$ cat src/rtl/ri2a_pkg.sv
// Shared types, base codes and digit lookup for the radix integer to ASCII block.
package ri2a_pkg;

    localparam logic [1:0] BASE_BIN = 2'd0;
    localparam logic [1:0] BASE_OCT = 2'd1;
    localparam logic [1:0] BASE_DEC = 2'd2;
    localparam logic [1:0] BASE_HEX = 2'd3;

    localparam int DIGIT_BITS = 80;
    localparam int BCD_DIGITS = 20;

    localparam logic [6:0] NDIG_BIN = 7'd64;
    localparam logic [6:0] NDIG_OCT = 7'd22;
    localparam logic [6:0] NDIG_DEC = 7'd20;
    localparam logic [6:0] NDIG_HEX = 7'd16;

    localparam logic [7:0] CHAR_ZERO  = 8'h30;
    localparam logic [7:0] CHAR_SPACE = 8'h20;
    localparam logic [7:0] CHAR_UPPER_A = 8'h41;
    localparam logic [7:0] CHAR_LOWER_A = 8'h61;

    typedef struct packed {
        logic [63:0] value;
        logic [1:0]  base_select;
        logic        upper_case;
        logic [6:0]  min_width;
        logic        pad_zero;
        logic        align_left;
    } request_t;

    typedef struct packed {
        logic [7:0] out_char;
        logic       last_char;
    } result_t;

    typedef struct packed {
        logic [DIGIT_BITS-1:0] digits;
        logic [1:0]            base_select;
        logic                  upper_case;
        logic [6:0]            count;
        logic [6:0]            width;
        logic [7:0]            pad_char;
    } emit_load_t;

    function automatic logic [7:0] digit_char(input logic [3:0] d, input logic upper);
        logic [7:0] c;
        if (d < 4'd10)
            c = CHAR_ZERO + {4'b0, d};
        else if (upper)
            c = CHAR_UPPER_A + {4'b0, d - 4'd10};
        else
            c = CHAR_LOWER_A + {4'b0, d - 4'd10};
        return c;
    endfunction

endpackage

$ cat src/rtl/ri2a_dabble.sv
// Bit-serial binary to BCD converter using shift and add-3.
module ri2a_dabble (
    input  logic                           clk,
    input  logic                           rst_n,
    input  logic                           start,
    input  logic [63:0]                    value,
    output logic                           done,
    output logic [ri2a_pkg::DIGIT_BITS-1:0] bcd
);

    logic [63:0]                     bin_reg, bin_next;
    logic [ri2a_pkg::DIGIT_BITS-1:0] bcd_reg, bcd_next;
    logic [ri2a_pkg::DIGIT_BITS-1:0] adjusted;
    logic [5:0]                      cnt_reg, cnt_next;
    logic                            run_reg, run_next;
    logic                            done_reg, done_next;

    always_comb
    begin
        for (int i = 0; i < ri2a_pkg::BCD_DIGITS; i++)
        begin
            if (bcd_reg[i*4 +: 4] >= 4'd5)
                adjusted[i*4 +: 4] = bcd_reg[i*4 +: 4] + 4'd3;
            else
                adjusted[i*4 +: 4] = bcd_reg[i*4 +: 4];
        end
    end

    always_comb
    begin
        bin_next  = bin_reg;
        bcd_next  = bcd_reg;
        cnt_next  = cnt_reg;
        run_next  = run_reg;
        done_next = 1'b0;
        if (start)
        begin
            bin_next = value;
            bcd_next = '0;
            cnt_next = '0;
            run_next = 1'b1;
        end
        else if (run_reg)
        begin
            bcd_next = {adjusted[ri2a_pkg::DIGIT_BITS-2:0], bin_reg[63]};
            bin_next = {bin_reg[62:0], 1'b0};
            cnt_next = cnt_reg + 6'd1;
            if (cnt_reg == 6'd63)
            begin
                run_next  = 1'b0;
                done_next = 1'b1;
            end
        end
    end

    always_ff @(posedge clk or negedge rst_n)
    begin
        if (!rst_n)
        begin
            cnt_reg  <= '0;
            run_reg  <= 1'b0;
            done_reg <= 1'b0;
        end
        else
        begin
            cnt_reg  <= cnt_next;
            run_reg  <= run_next;
            done_reg <= done_next;
        end
    end

    always_ff @(posedge clk)
    begin
        bin_reg <= bin_next;
        bcd_reg <= bcd_next;
    end

    assign done = done_reg;
    assign bcd  = bcd_reg;

endmodule

$ cat src/rtl/ri2a_emit.sv
// Digit shifter that skips leading zeros, emits padding, then emits digits.
module ri2a_emit (
    input  logic                 clk,
    input  logic                 rst_n,
    input  logic                 load,
    input  ri2a_pkg::emit_load_t cfg,
    output logic                 done,
    output logic                 strobe,
    output ri2a_pkg::result_t    result
);

    localparam logic [1:0] PH_IDLE = 2'd0;
    localparam logic [1:0] PH_SKIP = 2'd1;
    localparam logic [1:0] PH_PAD  = 2'd2;
    localparam logic [1:0] PH_DIG  = 2'd3;

    logic [1:0]                      phase_reg, phase_next;
    logic [ri2a_pkg::DIGIT_BITS-1:0] digits_reg, digits_next;
    logic [6:0]                      count_reg, count_next;
    logic [6:0]                      pad_reg, pad_next;
    logic [6:0]                      width_reg, width_next;
    logic [1:0]                      base_reg, base_next;
    logic                            upper_reg, upper_next;
    logic [7:0]                      padc_reg, padc_next;
    logic                            strobe_reg, strobe_next;
    ri2a_pkg::result_t               result_reg, result_next;
    logic [3:0]                      top4;
    logic [3:0]                      digit;
    logic [ri2a_pkg::DIGIT_BITS-1:0] shifted;

    assign top4 = digits_reg[ri2a_pkg::DIGIT_BITS-1 -: 4];

    always_comb
    begin
        case (base_reg)
            ri2a_pkg::BASE_BIN:
            begin
                digit   = {3'b000, top4[3]};
                shifted = {digits_reg[ri2a_pkg::DIGIT_BITS-2:0], 1'b0};
            end
            ri2a_pkg::BASE_OCT:
            begin
                digit   = {1'b0, top4[3:1]};
                shifted = {digits_reg[ri2a_pkg::DIGIT_BITS-4:0], 3'b000};
            end
            default:
            begin
                digit   = top4;
                shifted = {digits_reg[ri2a_pkg::DIGIT_BITS-5:0], 4'b0000};
            end
        endcase
    end

    always_comb
    begin
        phase_next  = phase_reg;
        digits_next = digits_reg;
        count_next  = count_reg;
        pad_next    = pad_reg;
        width_next  = width_reg;
        base_next   = base_reg;
        upper_next  = upper_reg;
        padc_next   = padc_reg;
        strobe_next = 1'b0;
        result_next = result_reg;
        done        = 1'b0;
        case (phase_reg)
            PH_IDLE:
            begin
                if (load)
                begin
                    digits_next = cfg.digits;
                    count_next  = cfg.count;
                    width_next  = cfg.width;
                    base_next   = cfg.base_select;
                    upper_next  = cfg.upper_case;
                    padc_next   = cfg.pad_char;
                    phase_next  = PH_SKIP;
                end
            end
            PH_SKIP:
            begin
                if (digit == 4'd0 && count_reg > 7'd1)
                begin
                    digits_next = shifted;
                    count_next  = count_reg - 7'd1;
                end
                else
                begin
                    pad_next   = (width_reg > count_reg) ? width_reg - count_reg : 7'd0;
                    phase_next = PH_PAD;
                end
            end
            PH_PAD:
            begin
                if (pad_reg != 7'd0)
                begin
                    strobe_next           = 1'b1;
                    result_next.out_char  = padc_reg;
                    result_next.last_char = 1'b0;
                    pad_next              = pad_reg - 7'd1;
                end
                else
                begin
                    phase_next = PH_DIG;
                end
            end
            PH_DIG:
            begin
                strobe_next           = 1'b1;
                result_next.out_char  = ri2a_pkg::digit_char(digit, upper_reg);
                result_next.last_char = (count_reg == 7'd1);
                digits_next           = shifted;
                count_next            = count_reg - 7'd1;
                if (count_reg == 7'd1)
                begin
                    done       = 1'b1;
                    phase_next = PH_IDLE;
                end
            end
            default:
            begin
                phase_next = PH_IDLE;
            end
        endcase
    end

    always_ff @(posedge clk or negedge rst_n)
    begin
        if (!rst_n)
        begin
            phase_reg  <= PH_IDLE;
            strobe_reg <= 1'b0;
        end
        else
        begin
            phase_reg  <= phase_next;
            strobe_reg <= strobe_next;
        end
    end

    always_ff @(posedge clk)
    begin
        digits_reg <= digits_next;
        count_reg  <= count_next;
        pad_reg    <= pad_next;
        width_reg  <= width_next;
        base_reg   <= base_next;
        upper_reg  <= upper_next;
        padc_reg   <= padc_next;
        result_reg <= result_next;
    end

    assign strobe = strobe_reg;
    assign result = result_reg;

endmodule

$ cat src/rtl/radix_integer_to_ascii.sv
// Top level of the radix integer to ASCII converter.
// Usage:
//   Drive request and raise start; the request is taken on a rising edge
//   where start is high and busy is low. Busy falls in the cycle that puts
//   the last character of that value on result; a new request may be taken
//   at the edge that ends that cycle.
//   Each character appears on result for exactly one cycle with strobe
//   high; result.last_char marks the final digit. The receiver cannot stall.
//   Output order: padding ('0' or space), then digits most significant first.
// Steps per request:
//   binary, octal, hex: a prepare step, then leading zero digits are
//   skipped one per cycle (up to 63), then padding, then digits; decimal
//   first runs the bit-serial shift-and-add-3 BCD conversion. Padding
//   and digit characters leave one per cycle, with a pause after the
//   padding step. Worst case is a decimal zero with width 64.
// Reset:
//   rst_n clears all control state; the block comes up idle with busy low.
module radix_integer_to_ascii #(
    parameter int MAX_WIDTH = 64
) (
    input  logic               clk,
    input  logic               rst_n,
    input  logic               start,
    output logic               busy,
    input  ri2a_pkg::request_t request,
    output logic               strobe,
    output ri2a_pkg::result_t  result
);

    localparam logic [1:0] ST_IDLE = 2'd0;
    localparam logic [1:0] ST_CONV = 2'd1;
    localparam logic [1:0] ST_PREP = 2'd2;
    localparam logic [1:0] ST_EMIT = 2'd3;
    localparam logic [6:0] WIDTH_CAP = 7'(MAX_WIDTH);

    logic [1:0]                      state_reg, state_next;
    ri2a_pkg::request_t              req_reg, req_next;
    logic                            accept;
    logic                            conv_start;
    logic                            conv_done;
    logic [ri2a_pkg::DIGIT_BITS-1:0] bcd;
    logic                            emit_load;
    logic                            emit_done;
    ri2a_pkg::emit_load_t            load_cfg;
    logic [6:0]                      width_sat;

    assign accept     = start && (state_reg == ST_IDLE);
    assign busy       = (state_reg != ST_IDLE);
    assign conv_start = accept && (request.base_select == ri2a_pkg::BASE_DEC);
    assign emit_load  = (state_reg == ST_PREP);

    always_comb
    begin
        width_sat = (req_reg.min_width > WIDTH_CAP) ? WIDTH_CAP : req_reg.min_width;
        load_cfg.base_select = req_reg.base_select;
        load_cfg.upper_case  = req_reg.upper_case;
        load_cfg.width       = req_reg.align_left ? 7'd0 : width_sat;
        load_cfg.pad_char    = req_reg.pad_zero ? ri2a_pkg::CHAR_ZERO : ri2a_pkg::CHAR_SPACE;
        case (req_reg.base_select)
            ri2a_pkg::BASE_BIN:
            begin
                load_cfg.digits = {req_reg.value, 16'h0000};
                load_cfg.count  = ri2a_pkg::NDIG_BIN;
            end
            ri2a_pkg::BASE_OCT:
            begin
                load_cfg.digits = {2'b00, req_reg.value, 14'h0000};
                load_cfg.count  = ri2a_pkg::NDIG_OCT;
            end
            ri2a_pkg::BASE_DEC:
            begin
                load_cfg.digits = bcd;
                load_cfg.count  = ri2a_pkg::NDIG_DEC;
            end
            default:
            begin
                load_cfg.digits = {req_reg.value, 16'h0000};
                load_cfg.count  = ri2a_pkg::NDIG_HEX;
            end
        endcase
    end

    always_comb
    begin
        state_next = state_reg;
        req_next   = req_reg;
        case (state_reg)
            ST_IDLE:
            begin
                if (accept)
                begin
                    req_next   = request;
                    state_next = (request.base_select == ri2a_pkg::BASE_DEC) ? ST_CONV : ST_PREP;
                end
            end
            ST_CONV:
            begin
                if (conv_done)
                    state_next = ST_PREP;
            end
            ST_PREP:
            begin
                state_next = ST_EMIT;
            end
            ST_EMIT:
            begin
                if (emit_done)
                    state_next = ST_IDLE;
            end
            default:
            begin
                state_next = ST_IDLE;
            end
        endcase
    end

    always_ff @(posedge clk or negedge rst_n)
    begin
        if (!rst_n)
            state_reg <= ST_IDLE;
        else
            state_reg <= state_next;
    end

    always_ff @(posedge clk)
    begin
        req_reg <= req_next;
    end

    ri2a_dabble u_dabble (
        .clk   (clk),
        .rst_n (rst_n),
        .start (conv_start),
        .value (request.value),
        .done  (conv_done),
        .bcd   (bcd)
    );

    ri2a_emit u_emit (
        .clk    (clk),
        .rst_n  (rst_n),
        .load   (emit_load),
        .cfg    (load_cfg),
        .done   (emit_done),
        .strobe (strobe),
        .result (result)
    );

endmodule
$ cat config.mk
export PLATFORM = sky130hd
export DESIGN_NAME = radix_integer_to_ascii
export DESIGN_NICKNAME = d
export VERILOG_FILES = /design/src/rtl/ri2a_pkg.sv /design/src/rtl/ri2a_dabble.sv /design/src/rtl/ri2a_emit.sv /design/src/rtl/radix_integer_to_ascii.sv
export SDC_FILE = /design/constraint.sdc
export NUM_CORES = 1
export LEC_CHECK = 0
export BUFFER_PORTS_ARGS = -buffer_cell sky130_fd_sc_hd__buf_2
export CAP_MARGIN = 20
export CORE_MARGIN = 2
export CORE_UTILIZATION = 55
export DETAILED_ROUTE_END_ITERATION = 6
export PLACE_DENSITY_LB_ADDON = 0.25
export SYNTH_ARGS = -nofsm -noshare
export SYNTH_HDL_FRONTEND = slang
export SYNTH_SLANG_ARGS = --single-unit
$ cat constraint.sdc
create_clock -name clk -period 16.9 [get_ports clk]
set_input_delay 3.38 -clock clk [delete_from_list [all_inputs] [get_ports clk]]
set_output_delay 3.38 -clock clk [all_outputs]
set_load 0.01 [all_outputs]
======== Word-level counts from Yosys, hierarchy flattened ========
Cells that the tools add are included.
cells by class
  add/subtract/negate cells ............... 28
  multiply operators ...................... 0
  div/mod/pow operators ................... 0
  $lt $le $gt $ge ......................... 24
  eq/ne operators ......................... 21
  shift-type cells ........................ 0
  mux-type cells .......................... 64
  bitwise logic cells ..................... 0
  reductions and logical operators ........ 22
operator list
  cell                   count
  $pmux W80 S2           2
  $pmux W80 S3           1
  $mux W80               2
  $mux W64               2
  $ge A4 B3 Y1 const B   20
  $add A4 B2 Y4 const B  19
  $mux W4                19
  $mux W7                6
  $pmux W7 S3            2
  $pmux W9 S2            1
  $add A7 B4 Y8 const A  2
  $mux W2                8
  $mux W8                2
  $pmux W2 S4            2
  $pmux W7 S2            1
  $sub A7 B1 Y7 const B  2
  $eq A2 B2 Y1 const B   6
  $mux W6                2
  $ne A2 B2 Y1 const B   5
  $mux W1                9
  $mux W9                1
  $reduce_and A3 Y1      3
  $eq A2 B1 Y1 const B   4
  $logic_not A2 Y1       4
  24 further kinds       34
storage, ports and cells
  flip-flop bits (word level) ............. 354
  latch bits .............................. 0
  memory bits (writable) .................. 0
  ROM bits ................................ 0
  bits of input ports ..................... 79
  output and inout bits ................... 11
  logic and storage cells ................. 183
  memories kept ........................... 0

======== Longest topological paths before layout ========
  depth after elaboration ................. 7
  mapped depth ............................ 10

======== Cells and area by module ========
Synthesis repeated with hierarchy kept, for this count alone.
unflattened totals
  cells, all modules ...................... 1,862
  area, all modules ....................... 19,035.8 µm²
modules (own cells, without submodules)
  module                  instances  cells each  area each (µm²)
  ri2a_dabble             1          781         7,961.4
  ri2a_emit               1          725         7,185.6
  radix_integer_to_ascii  1          356         3,888.7

======== Worst setup path after synthesis ========
No wires, ideal clock.
  path kind ............................... register to register
  from .................................... register u_emit.base_reg[0]
  to ...................................... register u_emit.count_reg[0] (enable)
  setup time .............................. 0.662 ns
  arrival ................................. 8.040 ns
  required time ........................... 16.238 ns
  slack ................................... 8.198 ns
  cell stages (with the launch flop) ...... 9
  buffers on the path ..................... 2
  cells stage by stage .................... edfxtp_1 clkbuf_1 clkbuf_1 mux2i_1 nor2_1 a21oi_1 ha_1 o2111ai_1 a211oi_1
on the way
  longest elaborated chain between the ends .. 6
  elaborated cells between the ends (all ways) .. 7
RTL lines
  item                                              RTL line          RTL
  start: declaration                                ri2a_emit.sv:22   logic [1:0] base_reg, base_next;
  start signal: assignment                          ri2a_emit.sv:148  base_reg <= base_next;
  $eq A2 B1 Y1 or $logic_not A2 Y1 (tied branches)  ri2a_emit.sv:35   case (base_reg)
  $pmux W4 S2 *                                     ri2a_emit.sv:35
  $logic_not A4 Y1 *                                ri2a_emit.sv:83   if (digit == 4'd0 && count_reg > 7'd1)
  $logic_and A1 B1 Y1 *                             ri2a_emit.sv:83
  $ne A2 B1 Y1 (no line) *                          -
  $reduce_and A3 Y1 (no line) *                     -
  end signal: assignment                            ri2a_emit.sv:145  count_reg <= count_next;
  end: declaration                                  ri2a_emit.sv:19   logic [6:0] count_reg, count_next;
Mark *: on every way between the ends. The rest lies on a longest branch, timed or not.
A chain may end at the register's enable or synchronous reset.

======== Final worst setup path ========
  from .................................... input start
  to ...................................... register u_dabble.bin_reg[63] (enable)
on the way
  longest elaborated chain between the ends .. 3
RTL lines
  item                          RTL line                      RTL
  start: declaration            radix_integer_to_ascii.sv:23  input logic start,
  $logic_and A1 B1 Y1           radix_integer_to_ascii.sv:47  assign accept = start && (state_reg == ST_IDLE);
  $logic_and A1 B1 Y1           radix_integer_to_ascii.sv:49  assign conv_start = accept && (request.base_select == ri2a_pkg::BASE_DEC);
  $reduce_bool A2 Y1 (no line)  -
  end signal: assignment        ri2a_dabble.sv:74             bin_reg <= bin_next;
  end: declaration              ri2a_dabble.sv:11             logic [63:0] bin_reg, bin_next;
No other way between the ends.

==> reports/qor.yml <==
outcome:
  outcome: "finished, final reports clean"
global_routing:
  grt_max_degree: 83
  grt_use_total_pct: 21.2
  antenna_found_initial: 0
  grt_overflow: 0
  grt_pass1_vias: 11800
  grt_pass1_wl_um: 59100
cts:
  clkLatencyLatePin_ps: 510
  post_cts_buffers: 0
  path_clk_slew_ps: 60
  clock-sinks: 346
  cts_tree: "yes"
  cts_made_buffers: 37
  cts_buffer_depth: 3
  htree_levels: 2
  root_buffer: "clkbuf_16"
  post_cts_resized: 0
  ctsHoldBuffers: 0
route:
  drc: 0
  drt_wl_total_um: 35500
  ant_nets: 0
  vias: 11900
  dr.pass1.iters: 7
  initialDrtViolationCount: 801
  via_per_inst: 5.95
  post_drt_wl_per_cell_um: 17.7
sta:
  worstMarginPinSlew_ps: 1090
  post-route-period-util_pct: 34.7
  rsz0062_at_grt: "false"
  clock_skew_ps: 18.0
  timing.final.ws_setup_ps: 11030
  hold_violations: 0
  fin_crit_ps: 5870
  setup-tns-final_ps: 0
  setup_violations: 0
  slew_headroom_pct: 27.2
  finalMaxSlewViolations: 0
  whs_ps: 420
  fmax_ghz: 0.170
floorplanning:
  die_area_um2: 33900
  initial_core_util_pct: 56.2
  die-height_um: 184
  die_x_um: 184
  boundaryPins: 90
  std_cell_rows: 65
  core_um2: 31700
yosys:
  synthesis.nets: 1673
  syn_inst: 1527
  yosysMostFrequentCell: "edfxtp_1"
  synth.area.top_cells: "edfxtp_1, dfxtp_1, mux2_2"
  synth-edff-count: 253
  synthesis.area_um2: 17800
  ys_ff_latch: 346
  synth_ff_type: "edfxtp_1"
  synth_common_cells: "edfxtp_1, mux2_2, nand2_1, mux2i_1, clkbuf_1"
  yosysUniqueCellTypes: 56
  synth.avg_cell_area_um2: 11.7
  async_flop_share_pct: 3.76
  seq_area_frac_synth_pct: 53.4
  synth.top_cell.area_share_pct: 42.6
  yosys.area.top_type: "edfxtp_1"
  ys_warn_count: 0
cells_and_area:
  utilization_pct: 62.0
  multiInputGateArea_um2: 7710
  drive_gt1_share_pct: 18.4
  antenna_cells: 0
  nets: 1721
  syn_to_final_growth_pct: 10.2
  final_cell_area_um2: 19700
  register_area_um2: 9530
  fillers: 2522
job:
  cap_viol_max_count: 0
power_and_ir_drop:
  peakVddDrop_v: 0.0000761
  p_leak_nw: 7.41
  power_density_nw_per_um2: 84.2
critical_path:
  arrival_ps: 6010
  criticalPathCategory: "input pin to flop"
  worstSetupStartpoint: "start"
  crit_end: "u_dabble.bin_reg[63]$_DFFE_PP_"
  required_ps: 17050
  worstSetupStartpointType: "input pin"
  reg2reg_to: "u_emit.digits_reg[45]$_DFFE_PP_"
  worst_setup_path_end_kind: "flop"
  cp_max_fo: 53
  reg2reg_slack_ps: 13010
  r2r_start: "u_emit.base_reg[0]$_DFFE_PP_"
  r2r_cells: 9
placed_design:
  dp_slack_ps: 10440
  place.gp.congestion: 0.814
  portBuffers: 88
  dp_hpwl_um: 23000
  placed_cell_area_um2: 18600
min_path:
  hp-class: "flop to flop"
placed cells by master (no fill, tap or decap), types with 58 or more instances in the layout:
cell type    n
edfxtp_1   253
buf_2       88
a221oi_1    64
ha_1        66
dfxtp_1     80
a22oi_1     65
o21ai_0     58
a21oi_1     82
nand2b_1    59
mux2_2     126
inv_1       64
nand2_1    111
mux2i_1    104
kinds of logic (layout without fill, tap and decap cells):
group | count (synthesis) | in the layout | synth area share [%]
adder cells (fa/ha/maj) | 67 | 67 | 4.74
other | 1 | 1 | 0.0210
AO/OA/AOI/OAI | 339 | 339 | 12.9
multiplexers | 231 | 231 | 13.9
XOR/XNOR | 55 | 55 | 2.70
buffers and inverters | 161 | 235 | 3.49
flip-flops | 346 | 346 | 53.4
AND/OR/NAND/NOR | 327 | 327 | 8.83
final cells by class:
cell class	count	area share [%]
sequential	346	48.5
multi-input combinational	1020	39.2
clock buffer	55	5.11
timing repair buffer	104	3.02
tap	402	2.56
inverter	66	1.26
clock inverter	10	0.357
metrics by stage:
step | std cells | power [mW]
after floorplan | 1527 | 0.921
after global placement | 1935 | 0.933
after detailed placement | 1936 | 0.934
after CTS | 2001 | 1.67
after global routing | 2003 | 1.71
final | 2003 | 1.66
per-layer routing:
layer  part of all wire [%]  track usage [%]  vias up
met4                    2.2             5.54        0
met2                     49             36.4      268
met3                    4.2             3.01       58
met5                      0                0        -
met1                     44             28.3     5821
li1                       -                -     5774
worst max-delay path, stage by stage:
cell and delay [ps]:
buf_2 90, and2_4 510, and2_4 700, or2_2 680, buf_4 530
power breakdown:
group,leakage [nW],switching [mW],internal (mW)
clock,0.523,0.315,0.425
sequential,3.24,0,0.902
combinational,3.65,0.00648,0.00655
worst min-delay path by stage:
stage                           startpoint                            to  slack [ps]  depth (start not counted)
CTS                   req_reg[1]$_DFFE_PP_  u_emit.padc_reg[4]$_DFFE_PP_         420                          0
finish                req_reg[1]$_DFFE_PP_  u_emit.padc_reg[4]$_DFFE_PP_         420                          0
floorplan             req_reg[1]$_DFFE_PP_  u_emit.padc_reg[4]$_DFFE_PP_         400                          0
global placement    load_cfg[22]$_DFFE_PP_    u_emit.upper_reg$_DFFE_PP_         400                          0
detailed placement    req_reg[1]$_DFFE_PP_  u_emit.padc_reg[4]$_DFFE_PP_         410                          0
global route          req_reg[1]$_DFFE_PP_  u_emit.padc_reg[4]$_DFFE_PP_         440                          0
Note: power is estimated with default switching activity, not from simulation.
